==> config.mk <==
export PLATFORM = sky130hd
export DESIGN_NAME = imu_tlv_record_parser_flat
export DESIGN_NICKNAME = d
export VERILOG_FILES = /design/src/itrp_pkg.sv /design/src/itrp_if.sv /design/src/itrp_front.sv /design/src/itrp_fifo.sv /design/src/itrp_back.sv /design/src/imu_tlv_record_parser.sv /design/src/flat_wrapper.sv
export SDC_FILE = /design/constraint.sdc
export NUM_CORES = 1
export LEC_CHECK = 0
export BUFFER_PORTS_ARGS = -buffer_cell sky130_fd_sc_hd__buf_2
export CAP_MARGIN = 15
export CORE_AREA = 5 5 181 183
export CTS_BUF_LIST = sky130_fd_sc_hd__clkbuf_4 sky130_fd_sc_hd__clkbuf_8
export CTS_CLUSTER_DIAMETER = 30
export DETAILED_ROUTE_END_ITERATION = 8
export DIE_AREA = 0 0 186 188
export PLACE_DENSITY_LB_ADDON = 0.3
export SYNTH_ARGS = -nofsm -noshare
export SYNTH_HDL_FRONTEND = slang
export SYNTH_SLANG_ARGS = --single-unit
==> constraint.sdc <==
create_clock -name clk -period 4.9 [get_ports clk]
set_input_delay 0.98 -clock clk [delete_from_list [all_inputs] [get_ports clk]]
set_output_delay 0.98 -clock clk [all_outputs]
set_load 0.02 [all_outputs]
==> src/itrp_pkg.sv <==
// ---------------------------------------------------------------------------
// itrp_pkg
// Types, record ids and element layout of the record parser.
// ---------------------------------------------------------------------------
`timescale 1ns / 1ps
`default_nettype none

package itrp_pkg;

  localparam logic [7:0]  MSG_ID_DATA    = 8'h36;
  localparam logic [15:0] ID_SAMPLE_TIME = 16'h1060;
  localparam logic [15:0] ID_UTC         = 16'h1010;
  localparam logic [15:0] ID_EULER       = 16'h2030;
  localparam logic [15:0] ID_QUAT        = 16'h2010;
  localparam logic [15:0] ID_ACC         = 16'h4020;
  localparam logic [15:0] ID_RATE        = 16'h8020;
  localparam logic [15:0] ID_LATLON      = 16'h5042;
  localparam logic [15:0] ID_ALTITUDE    = 16'h5022;
  localparam logic [15:0] ID_MAG         = 16'hC020;
  localparam logic [15:0] ID_STATUS      = 16'hE020;
  localparam logic [15:0] ID_VELOCITY    = 16'hD012;

  typedef enum logic [2:0] {
    PH_IDLE,
    PH_LEAD,
    PH_MSGID,
    PH_MSGLEN,
    PH_ID_HI,
    PH_ID_LO,
    PH_REC_LEN,
    PH_PAYLOAD
  } phase_t;

  // One classified payload byte on its way to the element assembler.
  typedef struct packed {
    logic [7:0]  byte_val;
    logic [15:0] record_id;
    logic [2:0]  elem_idx;
    logic [1:0]  pos;
    logic        start;
    logic        complete;
    logic        wide;
    logic        status;
    logic        record_done;
  } beat_t;

  // Byte size of element e of a record; zero when there is no such element.
  function automatic logic [2:0] elem_size(logic [15:0] id, logic [2:0] e);
    logic [2:0] sz;
    sz = 3'd0;
    case (id)
      ID_SAMPLE_TIME, ID_STATUS: sz = (e < 3'd1) ? 3'd4 : 3'd0;
      ID_UTC: begin
        if (e == 3'd0) sz = 3'd4;
        else if (e == 3'd1) sz = 3'd2;
        else if (e < 3'd7) sz = 3'd1;
        else sz = 3'd0;
      end
      ID_EULER, ID_ACC, ID_RATE, ID_MAG: sz = (e < 3'd3) ? 3'd4 : 3'd0;
      ID_QUAT:     sz = (e < 3'd4) ? 3'd4 : 3'd0;
      ID_LATLON:   sz = (e < 3'd2) ? 3'd6 : 3'd0;
      ID_ALTITUDE: sz = (e < 3'd1) ? 3'd6 : 3'd0;
      ID_VELOCITY: sz = (e < 3'd3) ? 3'd6 : 3'd0;
      default:     sz = 3'd0;
    endcase
    return sz;
  endfunction

endpackage

`default_nettype wire

==> src/itrp_if.sv <==
// ---------------------------------------------------------------------------
// itrp_if
// Byte input channel and element result channel of the record parser.
// ---------------------------------------------------------------------------
`timescale 1ns / 1ps
`default_nettype none

interface itrp_in_if;
  logic       valid;
  logic       ready;
  logic [7:0] rx_byte;
  logic       first_byte;

  modport source (output valid, rx_byte, first_byte, input ready);
  modport sink   (input valid, rx_byte, first_byte, output ready);
endinterface

interface itrp_out_if;
  logic        valid;
  logic        ready;
  logic [15:0] record_id;
  logic [2:0]  element_index;
  logic [47:0] element_value;
  logic        record_done;

  modport source (output valid, record_id, element_index, element_value, record_done,
                  input ready);
  modport sink   (input valid, record_id, element_index, element_value, record_done,
                  output ready);
endinterface

`default_nettype wire

==> src/itrp_front.sv <==
// ---------------------------------------------------------------------------
// itrp_front
// Message framing: walks lead bytes, message header and record headers,
// and tags each payload byte that belongs to a known element.
// ---------------------------------------------------------------------------
`timescale 1ns / 1ps
`default_nettype none

module itrp_front (
  input  wire logic            clk,
  input  wire logic            rst_n,
  input  wire logic            in_valid,
  output logic                 in_ready,
  input  wire logic [7:0]      rx_byte,
  input  wire logic            first_byte,
  input  wire logic            q_full,
  output logic                 push,
  output itrp_pkg::beat_t      push_data
);

  itrp_pkg::phase_t phase_r, phase_nxt;
  logic [7:0]  msg_left_r, msg_left_nxt;
  logic [7:0]  rec_left_r, rec_left_nxt;
  logic [15:0] id_r, id_nxt;
  logic [2:0]  ec_r, ec_nxt;
  logic [2:0]  fbc_r, fbc_nxt;

  logic       accept;
  logic       count_msg;
  logic [2:0] sz;
  logic [2:0] fbc_inc;

  assign in_ready = !q_full;
  assign accept   = in_valid && in_ready;
  assign sz       = itrp_pkg::elem_size(id_r, ec_r);
  assign fbc_inc  = fbc_r + 3'd1;

  always_ff @(posedge clk) begin
    if (!rst_n) begin
      phase_r    <= itrp_pkg::PH_IDLE;
      msg_left_r <= '0;
      rec_left_r <= '0;
      id_r       <= '0;
      ec_r       <= '0;
      fbc_r      <= '0;
    end else begin
      phase_r    <= phase_nxt;
      msg_left_r <= msg_left_nxt;
      rec_left_r <= rec_left_nxt;
      id_r       <= id_nxt;
      ec_r       <= ec_nxt;
      fbc_r      <= fbc_nxt;
    end
  end

  always_comb begin
    phase_nxt    = phase_r;
    msg_left_nxt = msg_left_r;
    rec_left_nxt = rec_left_r;
    id_nxt       = id_r;
    ec_nxt       = ec_r;
    fbc_nxt      = fbc_r;
    count_msg    = 1'b0;
    push         = 1'b0;

    push_data.byte_val    = rx_byte;
    push_data.record_id   = id_r;
    push_data.elem_idx    = ec_r;
    push_data.pos         = fbc_r[1:0];
    push_data.start       = (fbc_r == 3'd0);
    push_data.complete    = (fbc_inc == sz);
    push_data.wide        = (sz == 3'd6);
    push_data.status      = (id_r == itrp_pkg::ID_STATUS);
    push_data.record_done = (itrp_pkg::elem_size(id_r, ec_r + 3'd1) == 3'd0);

    if (accept) begin
      if (first_byte) begin
        // restart at the lead bytes, abandon anything in progress
        phase_nxt    = itrp_pkg::PH_LEAD;
        msg_left_nxt = '0;
        rec_left_nxt = '0;
        ec_nxt       = '0;
        fbc_nxt      = '0;
      end else begin
        case (phase_r)
          itrp_pkg::PH_IDLE: phase_nxt = itrp_pkg::PH_IDLE;
          itrp_pkg::PH_LEAD: phase_nxt = itrp_pkg::PH_MSGID;
          itrp_pkg::PH_MSGID: begin
            phase_nxt = (rx_byte == itrp_pkg::MSG_ID_DATA) ? itrp_pkg::PH_MSGLEN
                                                           : itrp_pkg::PH_IDLE;
          end
          itrp_pkg::PH_MSGLEN: begin
            msg_left_nxt = rx_byte;
            phase_nxt    = (rx_byte == 8'd0) ? itrp_pkg::PH_IDLE : itrp_pkg::PH_ID_HI;
          end
          itrp_pkg::PH_ID_HI: begin
            id_nxt    = {rx_byte, 8'h00};
            phase_nxt = itrp_pkg::PH_ID_LO;
            count_msg = 1'b1;
          end
          itrp_pkg::PH_ID_LO: begin
            id_nxt    = {id_r[15:8], rx_byte};
            phase_nxt = itrp_pkg::PH_REC_LEN;
            count_msg = 1'b1;
          end
          itrp_pkg::PH_REC_LEN: begin
            rec_left_nxt = rx_byte;
            ec_nxt       = '0;
            fbc_nxt      = '0;
            phase_nxt    = (rx_byte == 8'd0) ? itrp_pkg::PH_ID_HI : itrp_pkg::PH_PAYLOAD;
            count_msg    = 1'b1;
          end
          itrp_pkg::PH_PAYLOAD: begin
            if (sz != 3'd0) begin
              push = 1'b1;
              if (fbc_inc == sz) begin
                ec_nxt  = ec_r + 3'd1;
                fbc_nxt = '0;
              end else begin
                fbc_nxt = fbc_inc;
              end
            end
            rec_left_nxt = (rec_left_r != 8'd0) ? rec_left_r - 8'd1 : rec_left_r;
            if (rec_left_nxt == 8'd0) phase_nxt = itrp_pkg::PH_ID_HI;
            count_msg = 1'b1;
          end
          default: phase_nxt = itrp_pkg::PH_IDLE;
        endcase

        if (count_msg) begin
          msg_left_nxt = (msg_left_r != 8'd0) ? msg_left_r - 8'd1 : msg_left_r;
          if (msg_left_nxt == 8'd0) phase_nxt = itrp_pkg::PH_IDLE;
        end
      end
    end
  end

endmodule

`default_nettype wire

==> src/itrp_fifo.sv <==
// ---------------------------------------------------------------------------
// itrp_fifo
// Short queue of classified payload bytes between framing and assembly.
// ---------------------------------------------------------------------------
`timescale 1ns / 1ps
`default_nettype none

module itrp_fifo #(
  parameter int DEPTH = 4
) (
  input  wire logic            clk,
  input  wire logic            rst_n,
  input  wire logic            push,
  input  wire itrp_pkg::beat_t push_data,
  output logic                 full,
  input  wire logic            pop,
  output itrp_pkg::beat_t      pop_data,
  output logic                 not_empty
);

  localparam int PW = (DEPTH > 1) ? $clog2(DEPTH) : 1;
  localparam int CW = $clog2(DEPTH + 1);
  localparam logic [PW-1:0] LAST = PW'(DEPTH - 1);
  localparam logic [CW-1:0] FULL_CNT = CW'(DEPTH);

  itrp_pkg::beat_t mem_r [DEPTH];
  logic [PW-1:0] wr_ptr_r, rd_ptr_r;
  logic [CW-1:0] count_r;
  logic          do_push, do_pop;

  assign full      = (count_r == FULL_CNT);
  assign not_empty = (count_r != '0);
  assign do_push   = push && !full;
  assign do_pop    = pop && not_empty;
  assign pop_data  = mem_r[rd_ptr_r];

  always_ff @(posedge clk) begin
    if (do_push) mem_r[wr_ptr_r] <= push_data;
  end

  always_ff @(posedge clk) begin
    if (!rst_n) begin
      wr_ptr_r <= '0;
      rd_ptr_r <= '0;
      count_r  <= '0;
    end else begin
      if (do_push) wr_ptr_r <= (wr_ptr_r == LAST) ? '0 : wr_ptr_r + PW'(1);
      if (do_pop)  rd_ptr_r <= (rd_ptr_r == LAST) ? '0 : rd_ptr_r + PW'(1);
      if (do_push && !do_pop) count_r <= count_r + CW'(1);
      else if (do_pop && !do_push) count_r <= count_r - CW'(1);
    end
  end

endmodule

`default_nettype wire

==> src/itrp_back.sv <==
// ---------------------------------------------------------------------------
// itrp_back
// Element assembly: gathers tagged bytes into words and FP16.32 values
// and holds each finished element in the output register.
// ---------------------------------------------------------------------------
`timescale 1ns / 1ps
`default_nettype none

module itrp_back (
  input  wire logic            clk,
  input  wire logic            rst_n,
  input  wire logic            q_valid,
  input  wire itrp_pkg::beat_t q_data,
  output logic                 pop,
  output logic                 out_valid,
  input  wire logic            out_ready,
  output logic [15:0]          record_id,
  output logic [2:0]           element_index,
  output logic [47:0]          element_value,
  output logic                 record_done
);

  logic [47:0] acc_r, acc_nxt;
  logic [47:0] base, assembled, finished;
  logic        out_valid_r, out_valid_nxt;
  logic [15:0] rec_id_r;
  logic [2:0]  idx_r;
  logic [47:0] value_r;
  logic        done_r;
  logic        out_free;

  assign out_free = !out_valid_r || out_ready;
  assign pop      = q_valid && (!q_data.complete || out_free);

  always_comb begin
    base = q_data.start ? 48'd0 : acc_r;
    if (q_data.status) begin
      assembled = base | (48'(q_data.byte_val) << {q_data.pos, 3'b000});
    end else begin
      assembled = {base[39:0], q_data.byte_val};
    end
    finished = q_data.wide ? {assembled[15:0], assembled[47:16]} : assembled;
    acc_nxt  = acc_r;
    if (pop) acc_nxt = q_data.complete ? 48'd0 : assembled;

    out_valid_nxt = out_valid_r && !out_ready;
    if (pop && q_data.complete) out_valid_nxt = 1'b1;
  end

  always_ff @(posedge clk) begin
    if (!rst_n) begin
      out_valid_r <= 1'b0;
    end else begin
      out_valid_r <= out_valid_nxt;
    end
  end

  always_ff @(posedge clk) begin
    acc_r <= acc_nxt;
    if (pop && q_data.complete) begin
      rec_id_r <= q_data.record_id;
      idx_r    <= q_data.elem_idx;
      value_r  <= finished;
      done_r   <= q_data.record_done;
    end
  end

  assign out_valid     = out_valid_r;
  assign record_id     = rec_id_r;
  assign element_index = idx_r;
  assign element_value = value_r;
  assign record_done   = done_r;

endmodule

`default_nettype wire

==> src/imu_tlv_record_parser.sv <==
// ---------------------------------------------------------------------------
// imu_tlv_record_parser
// Byte-serial parser for sensor data messages built of id/length records.
//
//   channel | dir | payload                                       | handshake
//   in_ch   | in  | rx_byte[8], first_byte[1]                     | valid/ready
//   out_ch  | out | record_id[16], element_index[3],              | valid/ready
//           |     | element_value[48], record_done[1]             |
//
// One byte is taken per cycle unless the byte queue is full; the framing stage
// is the only loop over state; a finished element waits in the output register.
// Reset is synchronous; no clearing pass, the block is ready right after reset.
// A stalled result fills the byte queue (QUEUE_DEPTH entries) before in_ch
// drops ready; while the queue is full every byte waits, header bytes too.
// ---------------------------------------------------------------------------
`timescale 1ns / 1ps
`default_nettype none

module imu_tlv_record_parser #(
  parameter int QUEUE_DEPTH = 4
) (
  input  wire logic  clk,
  input  wire logic  rst_n,
  itrp_in_if.sink    in_ch,
  itrp_out_if.source out_ch
);

  itrp_pkg::beat_t push_data, pop_data;
  logic push, q_full, pop, q_valid;

  itrp_front u_front (
    .clk        (clk),
    .rst_n      (rst_n),
    .in_valid   (in_ch.valid),
    .in_ready   (in_ch.ready),
    .rx_byte    (in_ch.rx_byte),
    .first_byte (in_ch.first_byte),
    .q_full     (q_full),
    .push       (push),
    .push_data  (push_data)
  );

  itrp_fifo #(
    .DEPTH (QUEUE_DEPTH)
  ) u_fifo (
    .clk       (clk),
    .rst_n     (rst_n),
    .push      (push),
    .push_data (push_data),
    .full      (q_full),
    .pop       (pop),
    .pop_data  (pop_data),
    .not_empty (q_valid)
  );

  itrp_back u_back (
    .clk           (clk),
    .rst_n         (rst_n),
    .q_valid       (q_valid),
    .q_data        (pop_data),
    .pop           (pop),
    .out_valid     (out_ch.valid),
    .out_ready     (out_ch.ready),
    .record_id     (out_ch.record_id),
    .element_index (out_ch.element_index),
    .element_value (out_ch.element_value),
    .record_done   (out_ch.record_done)
  );

endmodule

`default_nettype wire

==> src/flat_wrapper.sv <==
// flat-port wrapper written by rule: the top's interface ports become plain ports
module imu_tlv_record_parser_flat 
#(
  parameter int QUEUE_DEPTH = 4
)
  (clk, rst_n, in_ch_valid, in_ch_rx_byte, in_ch_first_byte, in_ch_ready, out_ch_valid, out_ch_record_id, out_ch_element_index, out_ch_element_value, out_ch_record_done, out_ch_ready);
  itrp_in_if in_ch_i ();
  itrp_out_if out_ch_i ();
  input  wire logic clk;
  input  wire logic rst_n;
  input wire logic [$bits(in_ch_i.valid)-1:0] in_ch_valid;
  input wire logic [$bits(in_ch_i.rx_byte)-1:0] in_ch_rx_byte;
  input wire logic [$bits(in_ch_i.first_byte)-1:0] in_ch_first_byte;
  output wire logic [$bits(in_ch_i.ready)-1:0] in_ch_ready;
  output wire logic [$bits(out_ch_i.valid)-1:0] out_ch_valid;
  output wire logic [$bits(out_ch_i.record_id)-1:0] out_ch_record_id;
  output wire logic [$bits(out_ch_i.element_index)-1:0] out_ch_element_index;
  output wire logic [$bits(out_ch_i.element_value)-1:0] out_ch_element_value;
  output wire logic [$bits(out_ch_i.record_done)-1:0] out_ch_record_done;
  input wire logic [$bits(out_ch_i.ready)-1:0] out_ch_ready;
  assign in_ch_i.valid = in_ch_valid;
  assign in_ch_i.rx_byte = in_ch_rx_byte;
  assign in_ch_i.first_byte = in_ch_first_byte;
  assign in_ch_ready = in_ch_i.ready;
  assign out_ch_valid = out_ch_i.valid;
  assign out_ch_record_id = out_ch_i.record_id;
  assign out_ch_element_index = out_ch_i.element_index;
  assign out_ch_element_value = out_ch_i.element_value;
  assign out_ch_record_done = out_ch_i.record_done;
  assign out_ch_i.ready = out_ch_ready;
  imu_tlv_record_parser #(.QUEUE_DEPTH(QUEUE_DEPTH)) u_core (.clk(clk), .rst_n(rst_n), .in_ch(in_ch_i), .out_ch(out_ch_i));
endmodule
==> impl_metrics.ini <==
[placement]
hpwl_mm = 18.1
gp_congestion = 0.847
port_buffers = 82

[final_layout]
area_delta_synth_final_pct = 15.6
antenna_cells = 0
layout-drive-gt1-share = 0.234
mostFrequentLayoutCells = edfxtp_1, nor2_1, buf_2
nFillCells = 2725
final_common_cell = edfxtp_1
layout.nets = 1150

[die]
ioPinCount = 83
std_cell_rows = 65
die_area_mm2 = 0.0350
fp.dieH_um = 188
initial_core_util = 0.440
core_mm2 = 0.0311
die_width_um = 186

[setup_path]
cp.arrival_ns = 4.33
crit_top_cell = nand2_1
required_ns = 5.41
cpPeakStageDelay_ns = 0.82
r2r_slack_ns = 1.08
cp-start-kind = register
path_cells = nand2_1 > nor2_1 > nand2_1 > a31oi_2 > ha_1 > inv_1 > fa_1 > xor2_1 > or3_1 > a21boi_0
cp_slowest_cell = dfxtp_1
worst-path-max-fanout = 27
critical_path.endpoint_type = register
crit_type = register to register

[clocking]
ctsHoldBuffers = 0
clk_pin_slew_worst_paths_ns = 0.05
cts_tree = done
cts.htree.levels = 2
post_cts_resized = 0
numCtsBuffers = 61
cts_setup_buffers = 0
clock-sinks = 303
clockRootBuffer = clkbuf_8
clk_latency_ns = 0.60
cts_buffer_depth = 3

[synthesis]
avgSynthCellArea_um2 = 13.4
syn_area_mm2 = 0.0137
synth_cell_type_count = 81
yosys_register_bits = 303
synth_top_area_cell = edfxtp_1
synthArstFlopShare = 0
synthCells = 1022
ys.flop_type = edfxtp_1
syn_nets = 1050
ys_warn_count = 0
synth_edf_count = 252
seq_area_frac_synth = 0.628
synth_top_cell_area_share = 0.553
ys_top_cells_by_area = edfxtp_1, dfxtp_1, mux4_2

[sta]
skew_ns = 0.0263
worstMarginPinSlew_ns = 1.05
period_minus_slack_ns = 3.82
setup_viol = 0
rsz0062_at_grt = no
setup-tns-final_ns = 0
slew_headroom = 0.296
hold_ws_ns = 0.496
fmax_ghz = 0.261
drv_slew = 0
fin_crit_sh = 0.780
hold_violations = 0

[worst_hold_path]
hold_path.class = register to register

[detailed_routing]
dr.pass1.iters = 5
drc_errors = 0
drt-initial-drc-count = 621
viasPerCell = 5.55
route.final.wire_length_mm = 28.6
ant_nets = 0
wl_per_cell_um = 18.2
vias = 8737

[global_route]
grt_pass1_wl_mm = 45.8
grt_pass1_vias = 8506
grt_overflow = 0
grt_max_degree = 79
antenna_found_initial = 0
track_usage = 0.162

[pwr]
finalPower_mw = 5.60
pwr_density_cell_mw_per_mm2 = 354
p_int_mw = 4.43
ir_drop_v = 0.000266
p_leak_nw = 6.01
p_sw_mw = 1.17
switching_share = 0.209
p_clk_frac = 0.488
seq_power_share = 0.494
combinationalPowerShare = 0.018

[outcome]
status = completed

[flow_run]
max_cap_viol_count = 0
==> through the flow <==
stage	cells	worst slack (ns)	cell area [µm²]	util
detailed placement	1461	1.12	14500	0.466
global route	1575	0.702	15800	0.509
finish	1575	1.08	15800	0.509
floorplan	1022	0.402	13700	-
CTS	1575	1.07	15800	0.509
global placement	1461	1.24	14500	0.466
==> cells by family after synthesis <==
logic type / after synthesis / synth area share
AO/OA/AOI/OAI: 215 / 0.109
AND/OR/NAND/NOR: 309 / 0.123
buffers and inverters: 84 / 0.0250
multiplexers: 86 / 0.0927
adder cells (fa/ha/maj): 15 / 0.0143
flip-flops: 303 / 0.628
XOR/XNOR: 10 / 0.00778
==> power by group through the flow <==
stage	Sequential, mW	Combinational, mW	Clock, mW
2_1_floorplan	2.82	0.0647	0
3_3_place_gp	2.82	0.0985	0
3_5_place_dp	2.82	0.0991	0
4_1_cts	2.76	0.100	2.81
5_1_grt	2.76	0.110	2.94
6_report	2.76	0.0999	2.73
==> flip-flops by register name (all words and copies together) (netlist names), named ones only <==
name and count:
u_core.u_back.acc_r 48, u_core.u_front.rec_left_r 8, u_core.u_front.fbc_r 3, u_core.u_fifo.wr_ptr_r 2, u_core.u_front.ec_r 3, u_core.u_fifo.rd_ptr_r 2, u_core.u_back.element_value 48, u_core.u_back.record_id 16
u_core.u_back.element_index 3, u_core.u_front.msg_left_r 8, u_core.u_front.id_r 16, u_core.u_fifo.count_r 3, u_core.u_fifo.mem_r 136, u_core.u_back.out_valid 1, u_core.u_front.phase_r 3, u_core.u_back.record_done 1
==> worst paths after layout <==
check,startpoint,to,cells past startpoint
worst min register to register,u_core.u_fifo.rd_ptr_r[0],register,2
worst min-delay path,u_core.u_fifo.rd_ptr_r[0],register,2
worst max-delay path,u_core.u_front.phase_r[2],u_core.u_fifo.count_r[2],10
worst max register to register,u_core.u_front.phase_r[2],u_core.u_fifo.count_r[2],10
==> layer usage <==
| layer | vias up | routed length [µm] | GRT usage |
|---|---|---|---|
| met5 | - | 0 | 0 |
| met4 | 0 | 627 | 0.0538 |
| met3 | 45 | 1830 | 0.0349 |
| met2 | 286 | 12900 | 0.250 |
| met1 | 4271 | 13300 | 0.230 |
| li1 | 4135 | - | - |
==> final cells by class <==
type / instances / area [µm²] / area share
Multi-Input combinational cell: 635 / 4760 / 0.301
Tap cell: 402 / 503 / 0.0318
Timing Repair Buffer: 100 / 546 / 0.0345
Clock inverter: 33 / 320 / 0.0203
Inverter: 21 / 78.8 / 0.00499
Clock buffer: 81 / 1010 / 0.0642
Sequential cell: 303 / 8590 / 0.543
==> synthesized netlist by cell type, types with 4 or more instances <==
| cell | count |
|---|---|
| buf_1 | 4 |
| a21boi_0 | 17 |
| o31ai_1 | 5 |
| mux4_2 | 32 |
| o21ai_0 | 34 |
| mux2_2 | 5 |
| a211oi_1 | 4 |
| xor2_1 | 5 |
| a22o_1 | 25 |
| mux2i_1 | 49 |
| nor2_1 | 89 |
| or3_1 | 6 |
| nor4b_1 | 4 |
| a21boi_1 | 5 |
| or4_1 | 4 |
| a22oi_1 | 36 |
| nand4_1 | 5 |
| a21oi_1 | 42 |
| o21ai_1 | 14 |
| nand3b_1 | 8 |
| nand3_1 | 16 |
| and2_1 | 11 |
| edfxtp_1 | 252 |
| nand2b_1 | 9 |
| dfxtp_1 | 51 |
| ha_1 | 14 |
| nor2b_1 | 26 |
| nor3b_1 | 4 |
| nand2_1 | 60 |
| inv_1 | 21 |
| xnor2_1 | 4 |
| nor3_1 | 32 |
| clkbuf_1 | 38 |
| buf_2 | 21 |
==> critical path: cells and delay by family (launching register included) <==
family,cells,cell delay (ns)
simple gates,4,1.48
flops,1,0.82
fa+ha+maj,2,0.68
compound gates,2,0.54
xor+xnor,1,0.16
buf+inv,1,0.07
No activity file was read; power rests on OpenSTA's default activity.
